$ cat config.mk
export PLATFORM = sky130hd
export DESIGN_NAME = cgft_sine
export DESIGN_NICKNAME = d
export VERILOG_FILES = /design/src/rtl/assert_macros.svh /design/src/rtl/cgft_pkg.sv /design/src/rtl/cgft_sine.sv
export SDC_FILE = /design/constraint.sdc
export NUM_CORES = 2
export LEC_CHECK = 0
export ABC_AREA = 1
export BUFFER_PORTS_ARGS = -buffer_cell sky130_fd_sc_hd__clkbuf_2
export CORE_MARGIN = 1.5
export CORE_UTILIZATION = 63
export CTS_CLUSTER_SIZE = 25
export DETAILED_ROUTE_END_ITERATION = 10
export GPL_TIMING_DRIVEN = 0
export PLACE_DENSITY = 0.8
export SYNTH_ARGS = -nofsm -noshare
export SYNTH_HDL_FRONTEND = slang
export SYNTH_SLANG_ARGS = --single-unit
$ cat constraint.sdc
create_clock -name clk -period 21.1 [get_ports clk]
set_clock_uncertainty 0.1 [all_clocks]
set_input_delay 2.11 -clock clk [delete_from_list [all_inputs] [get_ports clk]]
set_output_delay 2.11 -clock clk [all_outputs]
set_load 0.05 [all_outputs]
$ cat src/rtl/assert_macros.svh
// Assertion shorthands for the RTL top level.
// Each macro wraps one concurrent property with an async reset disable.
`ifndef ASSERT_MACROS_SVH
`define ASSERT_MACROS_SVH

// same-cycle implication
`define ASSERT_SAME(lbl, ck, rstn, pre, post) \
	lbl: assert property (@(posedge ck) disable iff (!(rstn)) (pre) |-> (post)) \
		else $error("assertion failed");

// next-cycle implication
`define ASSERT_NEXT(lbl, ck, rstn, pre, post) \
	lbl: assert property (@(posedge ck) disable iff (!(rstn)) (pre) |=> (post)) \
		else $error("assertion failed");

`endif

$ cat src/rtl/cgft_pkg.sv
// Shared types and constants for the cycloid foot trajectory unit.
// No dependencies.
`default_nettype none
package cgft_pkg;
	localparam int LEG_COUNT         = 6;
	localparam int LEG_W             = 3;
	localparam int CFG_W             = 48;
	localparam int PPS_W             = 11;
	localparam int STEP_W            = 11;
	localparam int HEAD_W            = 16;
	localparam int DEF_COORD_WIDTH   = 16;
	localparam int DEF_ANGLE_WIDTH   = 16;
	localparam int DELTA_W           = 24;

	localparam logic [PPS_W-1:0] PPS_RESET = 11'd32;

	// sine polynomial, Q16
	localparam logic [16:0] SIN_A = 17'd102944;
	localparam logic [16:0] SIN_B = 17'd42048;
	localparam logic [16:0] SIN_C = 17'd4640;
	localparam logic signed [15:0] INV_2PI = 16'sd10430;
	localparam logic signed [15:0] INV_4PI = 16'sd5215;

	typedef enum logic [2:0] {
		REG_LEG0_HOME,
		REG_LEG1_HOME,
		REG_LEG2_HOME,
		REG_LEG3_HOME,
		REG_LEG4_HOME,
		REG_LEG5_HOME,
		REG_GAIT_DIMS,
		REG_POINTS_PER_STEP
	} cfg_reg_t;

	typedef struct packed {
		logic first;
		logic sel;
	} tag_t;

	typedef logic [17:0] phase_t;
	typedef logic signed [17:0] sine_t;
	typedef logic [16:0] kq_t;
	typedef logic signed [DELTA_W-1:0] delta_t;
endpackage
`default_nettype wire

$ cat src/rtl/cgft_sine.sv
// Four-stage polynomial sine of a turn fraction, one multiply per stage.
// Uses cgft_pkg for the coefficients; result is Q16, clamped to +-1.
`default_nettype none
module cgft_sine (
	input  wire logic             clk,
	input  wire logic [3:0]       en,
	input  wire cgft_pkg::phase_t ph,
	output cgft_pkg::sine_t       sine
);
	import cgft_pkg::*;

	logic [16:0] x;
	logic [33:0] xx;
	logic [29:0] cx;
	logic [32:0] bx;
	logic [33:0] ax;
	logic [17:0] mag;
	logic [16:0] clamped;

	logic [1:0]  q_s1, q_s2, q_s3;
	logic [16:0] x_s1, x_s2, x_s3;
	logic [16:0] x2_s1, x2_s2;
	logic [16:0] b_s2;
	logic [16:0] a_s3;
	sine_t       y_s4;

	// odd quadrants are mirrored
	assign x  = ph[16] ? (17'd65536 - {1'b0, ph[15:0]}) : {1'b0, ph[15:0]};
	assign xx = x * x;

	always_ff @(posedge clk) begin
		if (en[0]) begin
			q_s1  <= ph[17:16];
			x_s1  <= x;
			x2_s1 <= xx[32:16];
		end
	end

	assign cx = SIN_C[12:0] * x2_s1;

	always_ff @(posedge clk) begin
		if (en[1]) begin
			q_s2  <= q_s1;
			x_s2  <= x_s1;
			x2_s2 <= x2_s1;
			b_s2  <= SIN_B - {3'b0, cx[29:16]};
		end
	end

	assign bx = b_s2[15:0] * x2_s2;

	always_ff @(posedge clk) begin
		if (en[2]) begin
			q_s3 <= q_s2;
			x_s3 <= x_s2;
			a_s3 <= SIN_A - bx[32:16];
		end
	end

	assign ax      = a_s3 * x_s3;
	assign mag     = ax[33:16];
	assign clamped = (mag > 18'd65536) ? 17'd65536 : mag[16:0];

	always_ff @(posedge clk) begin
		if (en[3])
			y_s4 <= q_s3[1] ? -$signed({1'b0, clamped}) : $signed({1'b0, clamped});
	end

	assign sine = y_s4;
endmodule
`default_nettype wire

Word level (Yosys, flattened, before mapping) --
Index checks and enable logic that the tools add are counted.
Word-level totals: memories kept 0, RAM bits 0, latch bits 0, bits in registers 142, input bits 23, bits in read-only memories 0, output and inout port bits 18
Cells by class: divide/modulo/power cells 0, reductions and logical operators 0, equal/unequal tests 0, multipliers 4, multiplexer cells 3, order comparisons 1, bitwise logic cells 0, $add $sub $neg 4, shift operators 0
Operator list (count):
- 17-bit two-way mux | 3
- 17-bit by 17-bit multiplier with 34-bit output | 1
- 16-bit by 17-bit multiplier with 33-bit output | 1
- 17-bit by 17-bit multiplier with 33-bit output | 1
- 8-bit by 17-bit multiplier with 25-bit output, first input constant | 1
- 18-bit by 17-bit greater-than comparator with 1-bit output, second input constant | 1
- 17-bit negator with 18-bit output | 1
- 17-bit by 16-bit subtractor with 17-bit output, first input constant | 1
- 17-bit subtractor, first input constant | 1
- 16-bit by 14-bit subtractor with 16-bit output, first input constant | 1

Logic depth before layout (Yosys ltp) --
depth after elaboration 5, gate-level depth with buffers 43

Worst setup path before layout --
Ideal clock, no wire load.
path type input -> register, from input port ph[0], to register x2_s1[11], data pin, library setup time 0.259 ns, stages on the path 34, required time 20.741 ns, setup slack 12.193 ns, arrival 8.548 ns, cell sequence inv_1 -> clkbuf_1 -> ha_1 -> inv_1 -> nor3_1 -> inv_1 -> nor3_1 -> inv_1 -> nor2_1 -> nand2_1 -> inv_1 -> o21ai_0 -> nand2_1 -> inv_1 -> nor2_1 -> inv_1 -> fa_1 -> fa_1 -> fa_1 -> inv_1 -> fa_1 -> inv_1 -> fa_1 -> inv_1 -> fa_1 -> ha_1 -> a21oi_1 -> o21ai_0 -> a21oi_1 -> o21ai_0 -> a21oi_1 -> inv_1 -> a21oi_1 -> xnor2_1
Between the ends: longest elaborated chain between the ends 3
Ends and longest elaborated chain:
- start, declared | line cgft_sine.sv:7 | input wire cgft_pkg::phase_t ph,
- 17-bit by 16-bit subtractor with 17-bit output | line cgft_sine.sv:28 | assign x = ph[16] ? (17'd65536 - {1'b0, ph[15:0]}) : {1'b0, ph[15:0]};
- 17-bit two-way mux (*) | line cgft_sine.sv:28
- 17-bit by 17-bit multiplier with 33-bit output (*) | line cgft_sine.sv:29 | assign xx = x * x;
- via xx[27] | line cgft_sine.sv:13 | logic [33:0] xx;
- end signal, assigned | line cgft_sine.sv:35 | x2_s1 <= xx[32:16];
- end, declared | line cgft_sine.sv:22 | logic [16:0] x2_s1, x2_s2;
The timed path passes the listed nets; every way through them passes the cells marked *. A chain may end at the register's enable or synchronous reset.

Worst setup path in the final report --
from input port ph[0], to register x2_s1[15], data pin
The elaborated chain is that of the path after synthesis.

==> run metrics <==
status=complete, no violations; CTS Buf Count=17; Worst setup SP type=input port; Post-Synth Simple-Gate Area=17.30%; commonest non-fill, non-tap cell in the layout=inv_1; fin util=67.29%; Horiz. Die Dim=238.0 µm; Layout Area Growth over Synthesis=4.943%; global-route usage over all layers=31.94%; initial antenna violation count=0; syn avg cell area=7.944 µm²; Hold WS=0.3111 ns; Final Slew Violations=0; post-route minimum period=10.27 ns; max-cap violations=0; core area=54240 µm²; Max stage delay on crit path=0.58 ns; CP Data Arrival Time=10.38 ns; CP Data Required Time=21.21 ns; highest clock rate=97.35 MHz; relative slew slack=15.06%; Synth area leaders=fa_1, inv_1, ha_1; final hold vios=0; DR pass1 iterations=6; RSZ-0062 raised after global routing=false; Initial Util=64.12%; Crit path top cell by count=inv_1; IO Count=41; die area=56620 µm²; yosys synthesis warning count=0; Synth cell types=47; Clock Sinks=139; multi-input logic area=25280 µm²; CTS resizes=0; Die Ht=238.0 µm; Least-Margin Pin Slew=1.274 ns; Placement Setup Slack=10.53 ns; CP endpoint kind=flip-flop; total gr overflow=0; post-synthesis cell count=4378; ANT cells=0; number of global-route vias before repair=28370; HP Class=reg -> reg; largest net degree at the start of global routing=52; Layout fillers=4404; commonest non-fill, non-tap cells in the layout=inv_1, nand2_1, fa_1; routability cong.=0.9639; vias=27570; main combinational cell family by area after synthesis=adder cells; mux contribution to synthesized area=0%; layout cell share with drive strength beyond 1=2.782%; hold_buf cts=0; PortBufs=39; TritonCTS clock tree=yes; Root Buffer=clkbuf_16; register area share after synthesis=12.00%; H-Tree Depth=4; Crit Path Max Fanout=10; post-synthesis compound-gate area fraction=3.699%; Seq. cell area=4174 µm²; maximum clock insertion buffer count=2; Post-synth EDFFs=139; slowest CP cell=fa_1; Detailed Place HPWL=70850 µm; post-synth top area share=36.21%; CP Class=in -> reg; routed len/inst=16.71 µm; Final ANT Viol Nets=0; Synth Cell Area=34780 µm²; Vias/cell=5.349; final WL=86140 µm; Setup Buffers After CTS=0; Setup-failing EPs final=0; final worst path period share=48.68%; Main synth FF type=edfxtp_1; Nets=5464; Clock transition at path regs=0.07 ns; setup TNS=0 ns; Seq cells post-synth=139; first-pass GRT wire length=140500 µm; leading area contributor after synthesis=fa_1; final worst slack=10.83 ns; adder-cell share of the synthesized area=49.41%; Async SR Flop Fraction=0%; first-iteration detailed-routing DRC count=2190; Synth Area in XOR/XNOR=2.159%; drt drc=0; Rows=85; Clock Latency Late Sink=0.45 ns
[metrics by stage]
stage	area [µm²]	cells
4_1_cts	36500	5154
6_report	36500	5154
5_1_grt	36500	5154
2_1_floorplan	34810	4387
3_3_place_gp	35880	5122
3_5_place_dp	35880	5122
[per-layer routing]
metal  up-vias  GRT usage [%]  part of all wire (%)
li1      12870              -                     -
met5         -              0                     0
met4         0          13.61                   4.4
met2      1271          52.33                    47
met3       271          7.323                   9.8
met1     13160          40.90                    39
[path summary, 6_finish.rpt]
path | end | cells past startpoint | slack [ns] | startpoint
max | x2_s1[15] | 35 | 10.83 | ph[0]
min | x_s3[4] | 0 | 0.31 | x_s2[4]
max reg2reg | sine[14] | 32 | 12.85 | x_s3[5]
min reg2reg | x_s3[4] | 0 | 0.31 | x_s2[4]
[state kept, by name, indices dropped and copies added, names as in the netlist]
signal and count:
sine 18, a_s3 17, x2_s1 17, x2_s2 17
x_s1 17, x_s2 17, x_s3 17, b_s2 16
q_s1 1, q_s2 1, q_s3 1
[cell usage after synthesis (2+ instances only)]
cell	number
o21bai_1	10
nor3_1	17
conb_1	2
a21o_1	7
buf_2	4
or2_2	4
a211oi_1	2
fa_1	629
nand4_1	17
o31ai_1	4
o21ai_2	3
xor2_1	47
ha_1	367
nor4_1	3
clkinv_1	5
a21oi_1	99
o41ai_1	3
a31oi_1	9
nand3b_1	17
inv_2	6
edfxtp_1	139
o21ai_1	8
o21ai_0	62
and3_1	3
nor2_1	219
o211ai_1	8
nand3_1	92
a21oi_2	2
nand2_1	1105
nor3_2	3
xnor2_1	35
clkbuf_1	144
xor2_2	2
inv_1	1262
buf_1	2
o21a_1	3
nor2_2	10
nand2_2	15
[cells by family after synthesis]
logic type / Yosys count
AO/OA/AOI/OAI: 226
XOR/XNOR: 84
adder cells (fa/ha/maj): 996
buffers and inverters: 1424
flip-flops: 139
other: 2
AND/OR/NAND/NOR: 1507
[critical path, delay by kind of cell]
kind | cells | cell delay (ns)
AND/OR/NAND/NOR | 8 | 1.57
AO/OA/AOI/OAI | 7 | 1.23
adder cells (fa/ha/maj) | 8 | 3.60
buffers and inverters | 12 | 1.87
[layout make-up]
type | count | share of cell area, %
sequential | 139 | 11.44
timing repair buffer | 39 | 0.5348
clock buffer | 17 | 1.166
buffer | 151 | 1.587
inverter | 1273 | 13.09
clock inverter | 15 | 0.5314
tap | 696 | 2.386
multi-input combinational | 2824 | 69.27
Power is not shown: default switching activity piles up to over one toggle a cycle in this logic, so the estimate is an artifact.
