`config.mk`:
```
export PLATFORM = sky130hd
export DESIGN_NAME = cgft_legout
export DESIGN_NICKNAME = d
export VERILOG_FILES = /design/src/rtl/assert_macros.svh /design/src/rtl/cgft_pkg.sv /design/src/rtl/cgft_legout.sv
export SDC_FILE = /design/constraint.sdc
export NUM_CORES = 1
export LEC_CHECK = 0
export ABC_AREA = 1
export BUFFER_PORTS_ARGS = -buffer_cell sky130_fd_sc_hd__buf_2
export CORE_ASPECT_RATIO = 1.75
export CORE_MARGIN = 10
export CORE_UTILIZATION = 52
export DETAILED_ROUTE_END_ITERATION = 10
export PLACE_DENSITY = 0.83
export SLEW_MARGIN = 20
export SYNTH_ARGS = -nofsm -noshare
export SYNTH_HDL_FRONTEND = slang
export SYNTH_SLANG_ARGS = --single-unit
```
`constraint.sdc`:
```
create_clock -name clk -period 7.3 [get_ports clk]
set_clock_uncertainty 0.1 [all_clocks]
set_input_delay 1.095 -clock clk [delete_from_list [all_inputs] [get_ports clk]]
set_output_delay 1.095 -clock clk [all_outputs]
set_load 0.02 [all_outputs]
```
`src/rtl/assert_macros.svh`:
```
// Assertion shorthands for the RTL top level.
// Each macro wraps one concurrent property with an async reset disable.
`ifndef ASSERT_MACROS_SVH
`define ASSERT_MACROS_SVH

// same-cycle implication
`define ASSERT_SAME(lbl, ck, rstn, pre, post) \
	lbl: assert property (@(posedge ck) disable iff (!(rstn)) (pre) |-> (post)) \
		else $error("assertion failed");

// next-cycle implication
`define ASSERT_NEXT(lbl, ck, rstn, pre, post) \
	lbl: assert property (@(posedge ck) disable iff (!(rstn)) (pre) |=> (post)) \
		else $error("assertion failed");

`endif

```
`src/rtl/cgft_pkg.sv`:
```
// Shared types and constants for the cycloid foot trajectory unit.
// No dependencies.
`default_nettype none
package cgft_pkg;
	localparam int LEG_COUNT         = 6;
	localparam int LEG_W             = 3;
	localparam int CFG_W             = 48;
	localparam int PPS_W             = 11;
	localparam int STEP_W            = 11;
	localparam int HEAD_W            = 16;
	localparam int DEF_COORD_WIDTH   = 16;
	localparam int DEF_ANGLE_WIDTH   = 16;
	localparam int DELTA_W           = 24;

	localparam logic [PPS_W-1:0] PPS_RESET = 11'd32;

	// sine polynomial, Q16
	localparam logic [16:0] SIN_A = 17'd102944;
	localparam logic [16:0] SIN_B = 17'd42048;
	localparam logic [16:0] SIN_C = 17'd4640;
	localparam logic signed [15:0] INV_2PI = 16'sd10430;
	localparam logic signed [15:0] INV_4PI = 16'sd5215;

	typedef enum logic [2:0] {
		REG_LEG0_HOME,
		REG_LEG1_HOME,
		REG_LEG2_HOME,
		REG_LEG3_HOME,
		REG_LEG4_HOME,
		REG_LEG5_HOME,
		REG_GAIT_DIMS,
		REG_POINTS_PER_STEP
	} cfg_reg_t;

	typedef struct packed {
		logic first;
		logic sel;
	} tag_t;

	typedef logic [17:0] phase_t;
	typedef logic signed [17:0] sine_t;
	typedef logic [16:0] kq_t;
	typedef logic signed [DELTA_W-1:0] delta_t;
endpackage
`default_nettype wire

```
`src/rtl/cgft_legout.sv`:
```
// Output stage: holds one item's offsets and emits six leg beats,
// adding each leg's home position and saturating. Uses cgft_pkg.
`default_nettype none
module cgft_legout #(
	parameter int COORD_WIDTH = cgft_pkg::DEF_COORD_WIDTH
) (
	input  wire logic                                    clk,
	input  wire logic                                    arst_n,
	input  wire logic                                    tail_valid,
	input  wire cgft_pkg::tag_t                          tag,
	input  wire cgft_pkg::delta_t                        dx,
	input  wire cgft_pkg::delta_t                        dy,
	input  wire cgft_pkg::delta_t                        dz,
	input  wire logic [cgft_pkg::LEG_COUNT-1:0][47:0]    homes,
	input  wire logic signed [15:0]                      body,
	input  wire logic                                    out_stall,
	output logic                                         load,
	output logic                                         out_valid,
	output logic [cgft_pkg::LEG_W-1:0]                   leg_number,
	output logic signed [COORD_WIDTH-1:0]                foot_x,
	output logic signed [COORD_WIDTH-1:0]                foot_y,
	output logic signed [COORD_WIDTH-1:0]                foot_z,
	output logic                                         last_leg
);
	import cgft_pkg::*;

	localparam int SUM_W = 26;
	localparam logic signed [SUM_W-1:0] SAT_HI = SUM_W'((1 << (COORD_WIDTH - 1)) - 1);
	localparam logic signed [SUM_W-1:0] SAT_LO = -SAT_HI - SUM_W'(1);

	logic             busy_q;
	logic [LEG_W-1:0] leg_q;
	tag_t             tag_q;
	delta_t           dx_q, dy_q, dz_q;

	logic [47:0]             h;
	logic                    in_a, lifted, beat;
	logic signed [SUM_W-1:0] sx, sy, sz;

	assign beat     = busy_q && !out_stall;
	assign last_leg = (leg_q == LEG_W'(LEG_COUNT - 1));
	assign load     = !busy_q || (beat && last_leg);

	always_ff @(posedge clk or negedge arst_n) begin
		if (!arst_n) begin
			busy_q <= 1'b0;
			leg_q  <= '0;
		end else if (load) begin
			busy_q <= tail_valid;
			leg_q  <= '0;
		end else if (beat) begin
			leg_q  <= leg_q + LEG_W'(1);
		end
	end

	always_ff @(posedge clk) begin
		if (load && tail_valid) begin
			tag_q <= tag;
			dx_q  <= dx;
			dy_q  <= dy;
			dz_q  <= dz;
		end
	end

	assign h      = homes[leg_q];
	assign in_a   = tag_q.sel ? !leg_q[0] : leg_q[0];
	assign lifted = tag_q.first ? in_a : !in_a;

	always_comb begin
		sx = SUM_W'($signed(h[15:0])) + (in_a ? SUM_W'(dx_q) : -SUM_W'(dx_q));
		sy = SUM_W'($signed(h[31:16])) + (in_a ? SUM_W'(dy_q) : -SUM_W'(dy_q));
		sz = SUM_W'($signed(h[47:32])) + (lifted ? SUM_W'(dz_q) : '0) + SUM_W'(body);
	end

	always_comb begin
		foot_x = (sx > SAT_HI) ? COORD_WIDTH'(SAT_HI) :
			(sx < SAT_LO) ? COORD_WIDTH'(SAT_LO) : COORD_WIDTH'(sx);
		foot_y = (sy > SAT_HI) ? COORD_WIDTH'(SAT_HI) :
			(sy < SAT_LO) ? COORD_WIDTH'(SAT_LO) : COORD_WIDTH'(sy);
		foot_z = (sz > SAT_HI) ? COORD_WIDTH'(SAT_HI) :
			(sz < SAT_LO) ? COORD_WIDTH'(SAT_LO) : COORD_WIDTH'(sz);
	end

	assign out_valid  = busy_q;
	assign leg_number = leg_q;
endmodule
`default_nettype wire

```
# After elaboration in Yosys (flattened, before gate mapping)
# Index checks and enable logic that the tools add are counted.
dict set report totals {
  reg_bits 78
  latchBits 0
  mem_bits_rw 0
  romBits 0
  inputBits 382
  output_inout_bits 54
  elab_cells 46
  memories 0
}
dict set report classes {
  addsub 7
  multipliers 0
  div_mod_pow 0
  order_cmp 7
  n_eq_ne 1
  n_shift 0
  mux 15
  bitwise 0
  reduce_logical 9
}
# cell n
set op_table {}
lappend op_table {{48-bit binary-select mux with 3-bit select} 1}
lappend op_table {{16-bit 2-to-1 mux} 6}
lappend op_table {{26-bit by 16-bit greater-than comparator with 1-bit output (second input constant)} 3}
lappend op_table {{26-bit by 16-bit < comparator with 1-bit output (second input constant)} 3}
lappend op_table {{26-bit 2-to-1 mux} 3}
lappend op_table {{16-bit by 26-bit adder with 26-bit output} 2}
lappend op_table {{26-bit adder} 2}
lappend op_table {{24-bit negator with 26-bit output} 2}
lappend op_table {{48-bit 2-to-1 mux} 1}
lappend op_table {{3-bit 2-to-1 mux} 2}
lappend op_table {{1-bit logical NOT} 4}
lappend op_table {{3-bit by 4-bit < comparator with 1-bit output (second input constant)} 1}
lappend op_table {{3-bit by 1-bit adder with 3-bit output (second input constant)} 1}
lappend op_table {{3-bit equality test (second input constant)} 1}
lappend op_table {{1-bit logical AND} 3}
lappend op_table {{1-bit 2-to-1 mux} 2}
lappend op_table {{2-bit nonzero test} 1}
lappend op_table {{1-bit logical OR} 1}

# Logic depth before layout (Yosys ltp)
dict set report logic_depth {
  depth_word 10
  mapped_depth 30
  depth_no_buf 29
}

# Least setup slack after synthesis
# OpenSTA, ideal clock, no wires.
dict set report synth_timing {
  kind {flip-flop to output port}
  startpoint {register leg_q[0] (netlist: leg_number[0])}
  endpoint {output port foot_z[8]}
  t_arrival_ns 4.658
  required_time_ns 6.105
  setup_slack_ns 1.447
  stages_incl_launch_ff 23
  path_buffers 4
  path_cell_list {dfrtp_1 inv_2 clkbuf_1 clkbuf_1 clkbuf_1 nor2_1 o21ai_1 fa_1 ha_1 nand2_2 nor2_1 and3_1 nand2_1 nand2_2 nand2_2 nand2_2 nand2_2 nand2_4 xor2_4 nand2_4 buf_8 nand2_2 nand2_1}
}
dict set report synth_between {
  elab_chain_cells 10
  word_cells_on_any_way 13
  classes_between {add/sub (2); order compare (2); mux (7); reduce/logical (2)}
}
# element line
set synth_rtl {}
lappend synth_rtl {{start: declaration} cgft_legout.sv:32} ;# logic [LEG_W-1:0] leg_q;
lappend synth_rtl {{start signal: assignment} cgft_legout.sv:52} ;# leg_q <= leg_q + LEG_W'(1);
lappend synth_rtl {{1-bit logical NOT} cgft_legout.sv:66} ;# assign in_a = tag_q.sel ? !leg_q[0] : leg_q[0];
lappend synth_rtl {{1-bit 2-to-1 mux} cgft_legout.sv:66}
lappend synth_rtl {{1-bit logical NOT} cgft_legout.sv:67} ;# assign lifted = tag_q.first ? in_a : !in_a;
lappend synth_rtl {{1-bit 2-to-1 mux} cgft_legout.sv:67}
lappend synth_rtl {{26-bit 2-to-1 mux} cgft_legout.sv:72} ;# sz = SUM_W'($signed(h[47:32])) + (lifted ? SUM_W'(dz_q) : '0) + SUM_W'(body);
lappend synth_rtl {{26-bit adder (*) (2 in a row)} cgft_legout.sv:72}
lappend synth_rtl {{26-bit by 16-bit < comparator with 1-bit output} cgft_legout.sv:81} ;# (sz < SAT_LO) ? COORD_WIDTH'(SAT_LO) : COORD_WIDTH'(sz);
lappend synth_rtl {{16-bit 2-to-1 mux} cgft_legout.sv:81}
lappend synth_rtl {{16-bit 2-to-1 mux (*)} cgft_legout.sv:80} ;# foot_z = (sz > SAT_HI) ? COORD_WIDTH'(SAT_HI) :
lappend synth_rtl {{end: declaration} cgft_legout.sv:22} ;# output logic signed [COORD_WIDTH-1:0] foot_z,
# Every way passes the cells marked *; elsewhere a longest branch is shown, timed or not. The select of a mux whose other input is x is not followed.

# Final worst setup path
dict set report layout_timing {
  startpoint {register leg_q[0] (netlist: leg_number[0])}
  endpoint {output port foot_z[0]}
}
# Same word-level chain as after synthesis.

==> flow_summary.ini <==
[global_route]
antenna_found_initial = 9
grt.total_usage_pct = 34.7
grt_overflow_total = 0
grt_pass1_vias = 15016
grt_max_degree = 100
grt_first_pass_wirelength_mm = 81.5

[yosys]
syn_area_um2 = 12300
yosys.area_share.adder_pct = 12.3
synth_ff_type = edfxtp_1
synth_async_sr_flop_share_pct = 5.13
yosysUniqueCellTypes = 45
synthMuxAreaShare_pct = 0
synthSimpleGateAreaFrac_pct = 36.7
synth.area.top_cells = edfxtp_1, nand2_1, nor2_1
ys_ff_latch = 78
synth_top_family_by_area = simple AND/OR/NAND/NOR gates
yosysSeqAreaShare_pct = 18.9
yosysWarnings = 0
syn_area_per_cell_um2 = 6.06
synthXorXnorAreaFrac_pct = 6.35
synth_top_area_share_pct = 18.1
synth_top_area_cell = edfxtp_1
synth_nets = 2518
synth_compound_gate_area_share_pct = 15.4
synth_enable_flop_cells = 74
synthCells = 2031

[die]
initial_core_util_pct = 52.7
die-area_um2 = 30400
die_w_um = 136
io_pins = 436
fp.dieH_um = 223
rows = 74
core-area_um2 = 23300

[clock_tree]
max-clock-path-buffers = 2
cts_buffers = 9
clock_latency_ps = 360
htreeDepth = 3
clkSinkCount = 78
clk_pin_slew_ps = 70
cts_setup_buffers = 0
cts_tree = done
cts-root-buf = clkbuf_16
cts_hold_buf = 0
cts_resized = 0

[detailed_routing]
route.detailed.drc = 0
dr_wl_met2_mm = 27.9
top_layer = met4
wl_met1_mm = 18.7
routed_wl_mm = 55.1
drtIter0Drc = 1152
ant_nets = 0
wl_per_cell_um = 20.1
routed-wl-met3_mm = 4.28
vias = 15009
drt-vias-per-instance = 5.48
firstDrtPassIters = 6

[setup_path]
cp.required_ps = 6110
r2r_start = leg_number[1]
criticalPathCategory = register to output pin
crit_path_start = leg_number[0]
cp-end-kind = output pin
crit_top_cell = nand2_1
arrival_ps = 5630
max_stage_delay_ps = 600
slowest_stage = dfrtp_4
path_max_fanout = 53
start_kind = register

[run_status]
outcome = finished clean

[finish]
regArea_um2 = 2330
fill_cells = 2252
layout.nets = 2912
layout-drive-gt1-share_pct = 22.0
areaGrowthSynthToFinish_pct = 22.4
fin_util_pct = 64.5
multi_input_area_um2 = 8730

[sta]
rsz0062_at_grt = false
setup_ws_ps = 475
fin_setup_tns_ps = 0
post-route-period-util_pct = 93.5
tightest_slew_ps = 1180
hold_viol = 0
fmax_mhz = 147
setup_viol = 0
drv_slew = 0
period_needed_ps = 6830
slew_headroom_pct = 20.7

[place]
dp_slack_ps = 905
dp_hpwl_mm = 46.5
gp_congestion = 1.02
portBuffers = 435

[hold_path]
min_path_type = input port to asynchronous set/reset pin

[flow_run]
drv_cap = 0
[registers in the layout (all words and copies together), names as in the netlist]
register    cells
dx_q           24
dy_q           24
dz_q           24
leg_number      3
tag_q           2
out_valid       1
[critical path, delay by kind of cell, from the launching register on]
family | cells | cell delay (ps)
xor gates and xnor gates | 1 | 140
adders and majority gates | 3 | 1160
buffers and inverters | 3 | 1160
DFF | 1 | 600
and+or+nand+nor | 18 | 2180
[cell families after synthesis]
| group | after synthesis |
|---|---|
| simple gates | 1086 |
| xor+xnor | 87 |
| buf+inv | 323 |
| fa+ha+maj | 105 |
| flops | 78 |
| compound gates | 352 |
[cell type report]
type                       count  area share (%)
sequential                    78            15.5
inverter                     259            6.48
timing repair buffer         447            15.2
clock buffer                   9            1.50
multi-input combinational   1630            58.0
clock inverter                 6           0.740
tap                          304            2.53
antenna                        8           0.133
[path summary, 6_finish.rpt]
check	to	slack, ps	cells past startpoint
worst max-delay path	foot_z[0]	470	25
worst max register to register	dx_q[16]	3500	10
worst min-delay path	leg_number[2]	450	1
min in group clk	out_valid	560	4
worst min register to register	out_valid	560	4
max in group asynchronous	leg_number[0]	6490	1
[layout by cell type, fill, tap and decap left out, types with 8 or more instances in the layout]
cell,synthesis,final
clkbuf_16,0,9
xnor2_1,18,18
o21ai_0,186,186
nand4_1,22,22
nand3b_1,11,11
edfxtp_1,74,74
ha_1,78,78
a21oi_1,74,74
nand2_1,582,582
nor3_1,23,23
diode_2,0,8
fa_1,27,27
buf_2,1,435
nor2_1,306,304
o21bai_1,14,14
nand3_1,78,78
nand2_2,38,38
xor2_1,68,68
o21ai_1,15,14
o22ai_1,46,46
inv_2,8,8
buf_4,2,11
inv_1,251,250
[Yosys cell counts (2+ instances only)]
master    instances
buf_8             2
dfrtp_1           4
fa_1             27
xnor2_1          18
nand3_1          78
o22ai_1          46
o21bai_1         14
o21ai_0         186
ha_1             78
clkbuf_1         53
buf_6             3
o31ai_1           6
nor2_1          306
edfxtp_1         74
nor2_2            6
nor3_1           23
nand2_2          38
nand2_1         582
a21oi_1          74
o21ai_2           2
xor2_1           68
nand2_4           5
o21a_1            2
buf_1             3
nand4_1          22
inv_1           251
o21ai_1          15
inv_2             8
a31oi_1           6
and2_1            2
nor3_2            4
nand3b_1         11
buf_4             2
[metal layers]
metal | up-vias | track usage (%)
li1 | 7336 | -
met1 | 6720 | 34.5
met2 | 778 | 63.1
met3 | 175 | 6.21
met4 | 0 | 23.8
met5 | - | 0
[stage by stage]
step	std cells	hold slack (ps)	area, um^2
global route	2738	449	15000
CTS	2733	442	15000
detailed placement	2718	531	14700
floorplan	2031	600	12300
finish	2741	450	15000
global placement	2718	525	14700
Power is not shown: default switching activity piles up to over one toggle a cycle in this logic, so the estimate is an artifact.
