<file path="src/rtl/assert_macros.svh">
// Assertion shorthands for the RTL top level.
// Each macro wraps one concurrent property with an async reset disable.
`ifndef ASSERT_MACROS_SVH
`define ASSERT_MACROS_SVH

// same-cycle implication
`define ASSERT_SAME(lbl, ck, rstn, pre, post) \
	lbl: assert property (@(posedge ck) disable iff (!(rstn)) (pre) |-> (post)) \
		else $error("assertion failed");

// next-cycle implication
`define ASSERT_NEXT(lbl, ck, rstn, pre, post) \
	lbl: assert property (@(posedge ck) disable iff (!(rstn)) (pre) |=> (post)) \
		else $error("assertion failed");

`endif

</file>
<file path="src/rtl/cgft_pkg.sv">
// Shared types and constants for the cycloid foot trajectory unit.
// No dependencies.
`default_nettype none
package cgft_pkg;
	localparam int LEG_COUNT         = 6;
	localparam int LEG_W             = 3;
	localparam int CFG_W             = 48;
	localparam int PPS_W             = 11;
	localparam int STEP_W            = 11;
	localparam int HEAD_W            = 16;
	localparam int DEF_COORD_WIDTH   = 16;
	localparam int DEF_ANGLE_WIDTH   = 16;
	localparam int DELTA_W           = 24;

	localparam logic [PPS_W-1:0] PPS_RESET = 11'd32;

	// sine polynomial, Q16
	localparam logic [16:0] SIN_A = 17'd102944;
	localparam logic [16:0] SIN_B = 17'd42048;
	localparam logic [16:0] SIN_C = 17'd4640;
	localparam logic signed [15:0] INV_2PI = 16'sd10430;
	localparam logic signed [15:0] INV_4PI = 16'sd5215;

	typedef enum logic [2:0] {
		REG_LEG0_HOME,
		REG_LEG1_HOME,
		REG_LEG2_HOME,
		REG_LEG3_HOME,
		REG_LEG4_HOME,
		REG_LEG5_HOME,
		REG_GAIT_DIMS,
		REG_POINTS_PER_STEP
	} cfg_reg_t;

	typedef struct packed {
		logic first;
		logic sel;
	} tag_t;

	typedef logic [17:0] phase_t;
	typedef logic signed [17:0] sine_t;
	typedef logic [16:0] kq_t;
	typedef logic signed [DELTA_W-1:0] delta_t;
endpackage
`default_nettype wire

</file>
<file path="src/rtl/cgft_div.sv">
// Three-stage restoring divider: phase k = floor(num * 2^16 / n), 17 quotient bits.
// Uses cgft_pkg; carries the item tag and heading phase alongside.
`default_nettype none
module cgft_div (
	input  wire logic             clk,
	input  wire logic [2:0]       en,
	input  wire logic [10:0]      num,
	input  wire logic [10:0]      n_pts,
	input  wire cgft_pkg::tag_t   tag,
	input  wire cgft_pkg::phase_t angle,
	output cgft_pkg::kq_t         quot,
	output cgft_pkg::tag_t        quot_tag,
	output cgft_pkg::phase_t      quot_angle
);
	import cgft_pkg::*;

	logic [11:0] ra, rb, rc;
	logic [5:0]  qa, qb;
	logic [4:0]  qc;
	logic [11:0] nx;

	logic [10:0] r_s2, r_s3;
	logic [10:0] n_s2, n_s3;
	logic [5:0]  q_s2;
	logic [11:0] q_s3;
	tag_t        tag_s2, tag_s3, tag_s4;
	phase_t      ang_s2, ang_s3, ang_s4;
	kq_t         kq_s4;

	assign nx = {1'b0, n_pts};

	// bit 16 (no shift) then bits 15..11
	always_comb begin
		ra = {1'b0, num};
		qa = '0;
		for (int i = 0; i < 6; i++) begin
			if (i != 0)
				ra = {ra[10:0], 1'b0};
			if (ra >= nx) begin
				ra = ra - nx;
				qa = {qa[4:0], 1'b1};
			end else begin
				qa = {qa[4:0], 1'b0};
			end
		end
	end

	always_ff @(posedge clk) begin
		if (en[0]) begin
			r_s2   <= ra[10:0];
			q_s2   <= qa;
			n_s2   <= n_pts;
			tag_s2 <= tag;
			ang_s2 <= angle;
		end
	end

	// bits 10..5
	always_comb begin
		rb = {1'b0, r_s2};
		qb = '0;
		for (int i = 0; i < 6; i++) begin
			rb = {rb[10:0], 1'b0};
			if (rb >= {1'b0, n_s2}) begin
				rb = rb - {1'b0, n_s2};
				qb = {qb[4:0], 1'b1};
			end else begin
				qb = {qb[4:0], 1'b0};
			end
		end
	end

	always_ff @(posedge clk) begin
		if (en[1]) begin
			r_s3   <= rb[10:0];
			q_s3   <= {q_s2, qb};
			n_s3   <= n_s2;
			tag_s3 <= tag_s2;
			ang_s3 <= ang_s2;
		end
	end

	// bits 4..0
	always_comb begin
		rc = {1'b0, r_s3};
		qc = '0;
		for (int i = 0; i < 5; i++) begin
			rc = {rc[10:0], 1'b0};
			if (rc >= {1'b0, n_s3}) begin
				rc = rc - {1'b0, n_s3};
				qc = {qc[3:0], 1'b1};
			end else begin
				qc = {qc[3:0], 1'b0};
			end
		end
	end

	always_ff @(posedge clk) begin
		if (en[2]) begin
			kq_s4  <= {q_s3, qc};
			tag_s4 <= tag_s3;
			ang_s4 <= ang_s3;
		end
	end

	assign quot       = kq_s4;
	assign quot_tag   = tag_s4;
	assign quot_angle = ang_s4;
endmodule
`default_nettype wire

</file>
<file path="config.mk">
export PLATFORM = sky130hd
export DESIGN_NAME = cgft_div
export DESIGN_NICKNAME = d
export VERILOG_FILES = /design/src/rtl/assert_macros.svh /design/src/rtl/cgft_pkg.sv /design/src/rtl/cgft_div.sv
export SDC_FILE = /design/constraint.sdc
export NUM_CORES = 1
export LEC_CHECK = 0
export ABC_AREA = 1
export BUFFER_PORTS_ARGS = -buffer_cell sky130_fd_sc_hd__buf_2
export CORE_MARGIN = 3
export CORE_UTILIZATION = 55
export DETAILED_ROUTE_END_ITERATION = 6
export PLACE_DENSITY = 0.7
export RECOVER_POWER = 100
export SYNTH_ARGS = -nofsm -noshare
export SYNTH_HDL_FRONTEND = slang
export SYNTH_SLANG_ARGS = --single-unit
</file>
<file path="constraint.sdc">
create_clock -name clk -period 14.94 [get_ports clk]
set_clock_uncertainty 0.2 [all_clocks]
set_input_delay 0.747 -clock clk [delete_from_list [all_inputs] [get_ports clk]]
set_output_delay 0.747 -clock clk [all_outputs]
set_load 0.03 [all_outputs]
</file>
**Word level (Yosys, flattened, before mapping)**

Cells that the tools add are included.

- $lt $le $gt $ge: 17
- Add/subtract/negate cells: 16
- Muxes and demuxes: 33

Operators with widths:

| cell | count |
|---|---|
| $ge A12 B11 Y1 | 16 |
| $mux W11 | 16 |
| $sub A11 B11 Y11 | 16 |
| $mux W1 | 17 |
| $ge A11 B11 Y1 | 1 |

- Output and inout port bits: 37
- Input port bits: 46
- Logic and storage cells: 84
- Register bits after elaboration: 139

**Logic depth before layout (Yosys ltp)**

Gate-level depths: netlist (run 1).

- Depth in word-level cells: 12
- Depth in mapped cells: 79

**Least setup slack after synthesis (run 1)**

No wires, ideal clock.

- Path type: input -> register
- From: input port n_pts[2]
- To: register r_s2[0], data pin
- Setup time: 0.249 ns
- Path slack: 4.711 ns
- Arrival time: 9.780 ns
- Stages: 70
- Required time: 14.491 ns
- Cell sequence: inv_1 ha_1 nand2_1 nor2_2 nand3_4 nand4_4 buf_2 nor2_1 a21oi_1 ha_1 a21oi_1 nand2_1 nand2_1 nand3_1 nand2_1 nand2_1 inv_1 nand3_2 (+34 left out) buf_6 nand2_1 inv_1 ha_1 or2_2 nand3_1 nand2_1 nand2_1 o211ai_1 a21oi_1 o21bai_1 nand2_1 inv_1 nor2_1 nand3_4 buf_12 nand2_1 inv_2

- Word-level cells in the longest chain between the ends: 11

Ends and longest elaborated chain:

| item | line | source |
|---|---|---|
| from (decl) | cgft_div.sv:8 | `input wire logic [10:0] n_pts,` |
| $sub A11 B11 Y11 / $ge A11 B11 Y1 (equally long branches) | cgft_div.sv:40, cgft_div.sv:39 |  |
| $mux W11 | cgft_div.sv:39 | `if (ra >= nx) begin` |
| $sub A11 B11 Y11 / $ge A12 B11 Y1 (equally long branches) | cgft_div.sv:40, cgft_div.sv:39 |  |
| $mux W11 | cgft_div.sv:39 |  |
| $sub A11 B11 Y11 / $ge A12 B11 Y1 (equally long branches) | cgft_div.sv:40, cgft_div.sv:39 |  |
| $mux W11 | cgft_div.sv:39 |  |
| $sub A11 B11 Y11 / $ge A12 B11 Y1 (equally long branches) | cgft_div.sv:40, cgft_div.sv:39 |  |
| $mux W11 | cgft_div.sv:39 |  |
| $sub A11 B11 Y11 / $ge A12 B11 Y1 (equally long branches) | cgft_div.sv:40, cgft_div.sv:39 |  |
| $mux W11 | cgft_div.sv:39 |  |
| $ge A12 B11 Y1 * | cgft_div.sv:39 |  |
| to (signal assigned) | cgft_div.sv:50 | `r_s2 <= ra[10:0];` |
| to (decl) | cgft_div.sv:22 | `logic [10:0] r_s2, r_s3;` |

Every way passes the cells marked *; elsewhere a longest branch is shown, timed or not.
A chain may end at the register's enable or synchronous reset.

**Final worst setup path (run 1)**

- From: input port n_pts[0]
- To: register r_s2[9], data pin

- Word-level cells in the longest chain between the ends: 12

Ends and longest elaborated chain:

| item | line | source |
|---|---|---|
| $sub A11 B11 Y11 / $ge A11 B11 Y1 (equally long branches) | cgft_div.sv:40, cgft_div.sv:39 |  |
| $mux W11 | cgft_div.sv:39 |  |
| $sub A11 B11 Y11 / $ge A12 B11 Y1 (equally long branches) | cgft_div.sv:40, cgft_div.sv:39 |  |
| $mux W11 | cgft_div.sv:39 |  |
| $sub A11 B11 Y11 / $ge A12 B11 Y1 (equally long branches) | cgft_div.sv:40, cgft_div.sv:39 |  |
| $mux W11 | cgft_div.sv:39 |  |
| $sub A11 B11 Y11 / $ge A12 B11 Y1 (equally long branches) | cgft_div.sv:40, cgft_div.sv:39 |  |
| $mux W11 | cgft_div.sv:39 |  |
| $sub A11 B11 Y11 / $ge A12 B11 Y1 (equally long branches) | cgft_div.sv:40, cgft_div.sv:39 |  |
| $mux W11 | cgft_div.sv:39 |  |
| $sub A11 B11 Y11 / $ge A12 B11 Y1 (equally long branches) | cgft_div.sv:40, cgft_div.sv:39 |  |
| $mux W11 * | cgft_div.sv:39 |  |
| via ra[9] | cgft_div.sv:17 | `logic [11:0] ra, rb, rc;` |

The timed path passes the listed nets; every way through them passes the cells marked *.

==> qor.csv, run 1 <==
stage;metric;value;unit
detailed_routing;vias_per_cell;5.510;
finish;final_cell_mix;nand2_1, inv_1, ha_1;
placed_design;dp_hpwl;29030;um
clock_tree;clk_pin_slew;90;ps
clock_tree;ctsResizeCount;0;
logic_synthesis;synth-edff-count;139;
sta;worstMarginPinSlew;3350;ps
logic_synthesis;syn_area;0.01419;sq mm
die;dieArea;0.02777;sq mm
logic_synthesis;synth_top_cell_area_share;0.2941;
die;core-area;0.02525;sq mm
status;violations;max-capacitance violations, max-slew violations;
min_path;hp-class;reg -> reg;
die;die_x;166.6;um
clock_tree;cts_max_level;4;
logic_synthesis;synth_nets;2096;
critical_path;critical_path_class;in -> reg;
clock_tree;cts_buffer_depth;2;
logic_synthesis;ys_types;49;
critical_path;crit_slowest_cell;clkbuf_1;
logic_synthesis;avgSynthCellArea;7.578;sq um
detailed_routing;routedWlPerCell;16.02;um
sta;fin_crit;12950;ps
global_routing;busiest_layer;met2;
logic_synthesis;synth-seq-cells;139;
global_routing;grt-ovfl-total;0;
finish;final_area;0.01534;sq mm
clock_tree;cts.sinks;139;
finish;drive_gt1_frac;0.07026;
sta;fin_setup_tns;0;ps
clock_tree;cts-root-buf;clkbuf_16;
sta;slew_violations;142;
global_routing;grt_use_total;0.2657;
logic_synthesis;synthTopCellsByArea;edfxtp_1, ha_1, nand2_1, inv_1, xor2_1;
sta;grt_setup_unrepaired;false;
detailed_routing;dr.first_iter.drc_count;838;
placed_design;dp_cells;2262;
clock_tree;cts_hold_buf;0;
finish;area_growth;8.101;%
die;std_cell_rows;58;
placed_design;gp_congestion;0.9311;
die;ios;83;
logic_synthesis;yosysTopAreaCell;edfxtp_1;
logic_synthesis;yosysSeqAreaShare;0.2941;
sta;hold_viol;0;
logic_synthesis;synth_cells;1873;
detailed_routing;drt-pass1-iter-count;6;
logic_synthesis;async_reset_ff_frac;0;
sta;period_share;0.8668;
logic_synthesis;synthFlopType;edfxtp_1;
finish;diodes;0;
sta;finalSetupViolCount;0;
global_routing;grt_use_met2;0.4478;
logic_synthesis;ys_warn_count;0;
clock_tree;clock_latency;430;ps
critical_path;critPathMaxStageDelay;730;ps
clock_tree;cts_tree;yes;
placed_design;numPortBuffers;82;
clock_tree;cts_setup_buffers;0;
placed_design;place_ws;2203;ps
finish;instances_no_fill;2294;
clock_tree;cts_buffers;17;
global_routing;grt_use_met1;0.3623;
detailed_routing;drc;0;
critical_path;worstPathRequired;14890;ps
critical_path;cpMostUsedCell;nand2_1;
global_routing;grt_pass1_wl;60550;um
job;drv_cap;3;
detailed_routing;routed_wl;36740;um
critical_path;critical_path.max_fanout;20;
sta;fin_ws;1990;ps
placed_design;dpl_cell_area;0.01484;sq mm
die;start_util;0.5620;
detailed_routing;antenna_left;0;
global_routing;antenna_found_initial;0;
finish;layout_commonest_cell;nand2_1;
critical_path;startpoint_type;input pin;
global_routing;grt_max_degree;55;
critical_path;worstPathArrival;12900;ps
sta;max_freq;0.07722;GHz
finish;nets;2174;
global_routing;grt_pass1_vias;12237;
detailed_routing;via_count;12640;
sta;max_slew_margin;-1.233;
global_routing;met3_usage;0.03014;
critical_path;cp-end-kind;register;
status;status;complete, but fails checks;
die;die_h;166.6;um
[state kept, by name, summed over array words and instances (netlist names)]
| signal | flops |
|---|---|
| ang_s2 | 18 |
| ang_s3 | 18 |
| n_s2 | 11 |
| n_s3 | 11 |
| q_s2 | 6 |
| q_s3 | 12 |
| quot | 17 |
| quot_angle | 18 |
| quot_tag | 2 |
| r_s2 | 11 |
| r_s3 | 11 |
| tag_s2 | 2 |
| tag_s3 | 2 |
[synth_stat cells (8+ instances only)]
library cell,n
nand2_1,503
inv_1,240
ha_1,173
a21oi_1,143
edfxtp_1,139
nor2_1,119
nand3_1,92
xor2_1,83
o21ai_0,77
xnor2_1,50
o21ai_1,40
nand4_1,22
nand2_2,17
o21bai_1,17
nor3_1,16
nand3_2,11
a21oi_2,10
inv_2,10
nor2_2,10
buf_2,8
[kinds of logic after synthesis]
group | share of synthesized area
simple gates | 0.2570
compound gates | 0.1286
buf+inv | 0.08013
xor+xnor | 0.08207
flops | 0.2941
fa+ha+maj | 0.1581
[routing by layer]
metal / routed length, um / up-vias / part of all wire
li1: - / 6451 / -
met1: 16930 / 5760 / 0.46
met2: 16920 / 369 / 0.46
met3: 1934 / 60 / 0.053
met4: 959 / 0 / 0.026
met5: 0 / - / 0
[final cells by class]
cell class,count,area (sq um)
multi-input combinational,1458,8835
tap,330,412.9
sequential,139,4174
clock inverter,15,196.4
fill,2343,9911
clock buffer,17,425.4
inverter,251,942.2
timing repair buffer,84,357.8
[path summary, 6_finish.rpt]
path	slack, ps	end	from	cells after the start
setup / recovery	1990	r_s2[9]$_DFFE_PP_	n_pts[0]	68
hold / removal	200	quot_angle[4]$_DFFE_PP_	ang_s3[4]$_DFFE_PP_	0
setup reg to reg	2170	r_s3[1]$_DFFE_PP_	n_s2[0]$_DFFE_PP_	65
hold reg to reg	200	quot_angle[4]$_DFFE_PP_	ang_s3[4]$_DFFE_PP_	0
[worst max-delay path, delay by kind of cell]
family	cells	cell delay [ps]
buffers and inverters	11	1910
AND/OR/NAND/NOR	31	4170
adder cells (fa/ha/maj)	7	2470
AO/OA/AOI/OAI	19	3550
[stage by stage]
stage / util / hold WS (ps)
after floorplan: - / 200.3
after global placement: 0.5875 / 200.3
after detailed placement: 0.5875 / 204.5
after CTS: 0.6121 / 205.5
after global routing: 0.6076 / 217.7
final: 0.6076 / 203.3
Power of run 1 is left out: the tool's default activity adds up to more than one toggle a clock period on the data nets, which glitch-free logic cannot reach.
==> run 2, diff against run 1 <==
==> constraint.sdc (replaced) <==
create_clock -name clk -period 14.94 [get_ports clk]
set_clock_uncertainty 0.2 [all_clocks]
set_input_delay 2.988 -clock clk [delete_from_list [all_inputs] [get_ports clk]]
set_output_delay 2.988 -clock clk [all_outputs]
set_load 0.03 [all_outputs]
==> qor.csv, run 2 (synthesized netlist as in run 1, its figures left out) <==
stage;metric;value;unit;change
status;status;complete, but fails checks;;
status;violations;max-capacitance violations, max-slew violations;;
detailed_routing;routedWlPerCell;16.06;um;+0.28%
die;ios;83;;unchanged
detailed_routing;top_layer;met5;;
clock_tree;cts_tree;yes;;
clock_tree;cts_hold_buf;0;;unchanged
global_routing;grt_use_total;0.2638;;-0.001873
global_routing;grt_pass1_wl;59870;um;-1.1%
clock_tree;cts_max_level;4;;unchanged
die;std_cell_rows;58;;unchanged
critical_path;worstPathArrival;13800;ps;+900 ps
detailed_routing;wl_met3;1895;um;-2.0%
min_path;min_from;ang_s3[9]$_DFFE_PP_;;
detailed_routing;wl_met1;17060;um;+0.78%
critical_path;worstPathRequired;14920;ps;+30 ps
finish;area_growth;9.053;%;
min_path;hold_depth;0;;unchanged
sta;max_freq;0.07236;GHz;-6.3%
clock_tree;clock_latency;440;ps;about the same
die;core-area;0.02525;sq mm;unchanged
die;die_x;166.6;um;unchanged
finish;layout_commonest_cell;nand2_1;;
global_routing;antenna_found_initial;1;;+1
critical_path;crit_slowest_cell;a21oi_1;;
clock_tree;clk_pin_slew;80;ps;about the same
global_routing;grt_pass1_vias;12046;;-1.6%
sta;finalSetupViolCount;0;;unchanged
sta;hold_viol;0;;unchanged
critical_path;worstReg2RegStart;n_s2[0]$_DFFE_PP_;;
clock_tree;cts.sinks;139;;unchanged
min_path;hp-class;reg -> reg;;
detailed_routing;drt-pass1-iter-count;6;;unchanged
critical_path;critical_path.max_fanout;20;;unchanged
global_routing;grt_max_degree;55;;unchanged
detailed_routing;wl_met2;17190;um;+1.6%
global_routing;grt-ovfl-total;0;;unchanged
placed_design;gp_congestion;0.9399;;+0.95%
min_path;min_to;quot_angle[9]$_DFFE_PP_;;
finish;drive_gt1_frac;0.08249;;+0.01223
critical_path;critical_path_class;in -> reg;;
critical_path;r2r_cells;64;;-1.5%
critical_path;startpoint_type;input pin;;
sta;grt_setup_unrepaired;false;;
clock_tree;cts_buffers;17;;unchanged
detailed_routing;routed_wl;37050;um;+0.85%
sta;fin_setup_tns;0;ps;unchanged
placed_design;numPortBuffers;82;;unchanged
clock_tree;cts-root-buf;clkbuf_16;;
critical_path;rr_endpoint;r_s3[1]$_DFFE_PP_;;
critical_path;cpMostUsedCell;nand2_1;;
sta;period_share;0.9250;;+0.05820
critical_path;cp-startpoint;n_pts[1];;
critical_path;rrSetupSlack;1620;ps;-550 ps
sta;slew_violations;137;;-3.5%
die;dieArea;0.02777;sq mm;unchanged
sta;max_slew_margin;-1.141;;+0.09241
detailed_routing;via_count;12614;;-0.21%
critical_path;cp-end-kind;register;;
sta;worstMarginPinSlew;3211;ps;-138.6 ps
placed_design;dp_hpwl;29580;um;+1.9%
detailed_routing;antenna_left;0;;unchanged
detailed_routing;vias_per_cell;5.468;;-0.77%
clock_tree;cts_buffer_depth;2;;unchanged
finish;n_fill_cell;2359;;+0.68%
die;start_util;0.5620;;unchanged
critical_path;crit_family;simple AND/OR/NAND/NOR gates;;
critical_path;crit_buf_inv;9;;-2
sta;fin_crit;13820;ps;+869.5 ps
detailed_routing;drc;0;;unchanged
job;drv_cap;3;;unchanged
finish;nets;2186;;+0.55%
detailed_routing;dr.first_iter.drc_count;871;;+3.9%
critical_path;critPathMaxStageDelay;430;ps;-300 ps
die;die_h;166.6;um;unchanged
finish;final_cell_mix;nand2_1, inv_1, ha_1;;
==> run 2: stage by stage <==
stage | hold WS, ps | instance area (sq um) | cells | util | setup slack (ps)
final | 215.9 | 15480 | 2307 | 0.6129 | 1120
after global routing | 214.1 | 15480 | 2306 | 0.6128 | 12.42
after CTS | 215.3 | 15520 | 2303 | 0.6145 | 848.8
after detailed placement | 204.5 | 14900 | 2271 | 0.5902 | 425.2
after global placement | 200.4 | 14900 | 2271 | 0.5902 | 646.5
after floorplan | 200.3 | 14190 | 1873 | - | 2470
==> run 2: cell type report <==
type	instances	area (sq um)	share of cell area
Clock inverter	15	188.9	0.01221
Antenna cell	1	2.502	0.0001617
Clock buffer	17	425.4	0.02748
Multi-Input combinational cell	1458	8887	0.5742
Inverter	251	942.2	0.06087
Timing Repair Buffer	96	445.4	0.02878
Sequential cell	139	4174	0.2697
Tap cell	330	412.9	0.02668
==> run 2: routing by layer <==
metal / track usage / vias up
met2: 0.4442 / 314
met1: 0.3555 / 5785
met5: 0 / -
met4: 0.07783 / 2
met3: 0.03774 / 55
li1: - / 6458
==> run 2: worst max-delay path by stage <==
stage,to,slack (ps),cells after the start
2_1_floorplan,r_s2[0]$_SDFFCE_PN0P_,2470,70
3_3_place_gp,r_s2[9]$_DFFE_PP_,650,68
3_5_place_dp,r_s2[7]$_DFFE_PP_,430,67
4_1_cts,r_s2[7]$_DFFE_PP_,850,67
5_1_grt,r_s2[1]$_DFFE_PP_,10,70
6_report,r_s2[7]$_DFFE_PP_,1120,66
==> run 2: what timing repair did <==
| action | CTS | global route |
|---|---|---|
| buffers inserted | 0 | 3 |
| endpoints found under the hold margin | 0 | 0 |
| gates resized for setup | 0 | 8 |
| setup endpoints to repair | 0 | 12 |
Power of run 2 is left out for the same reason.
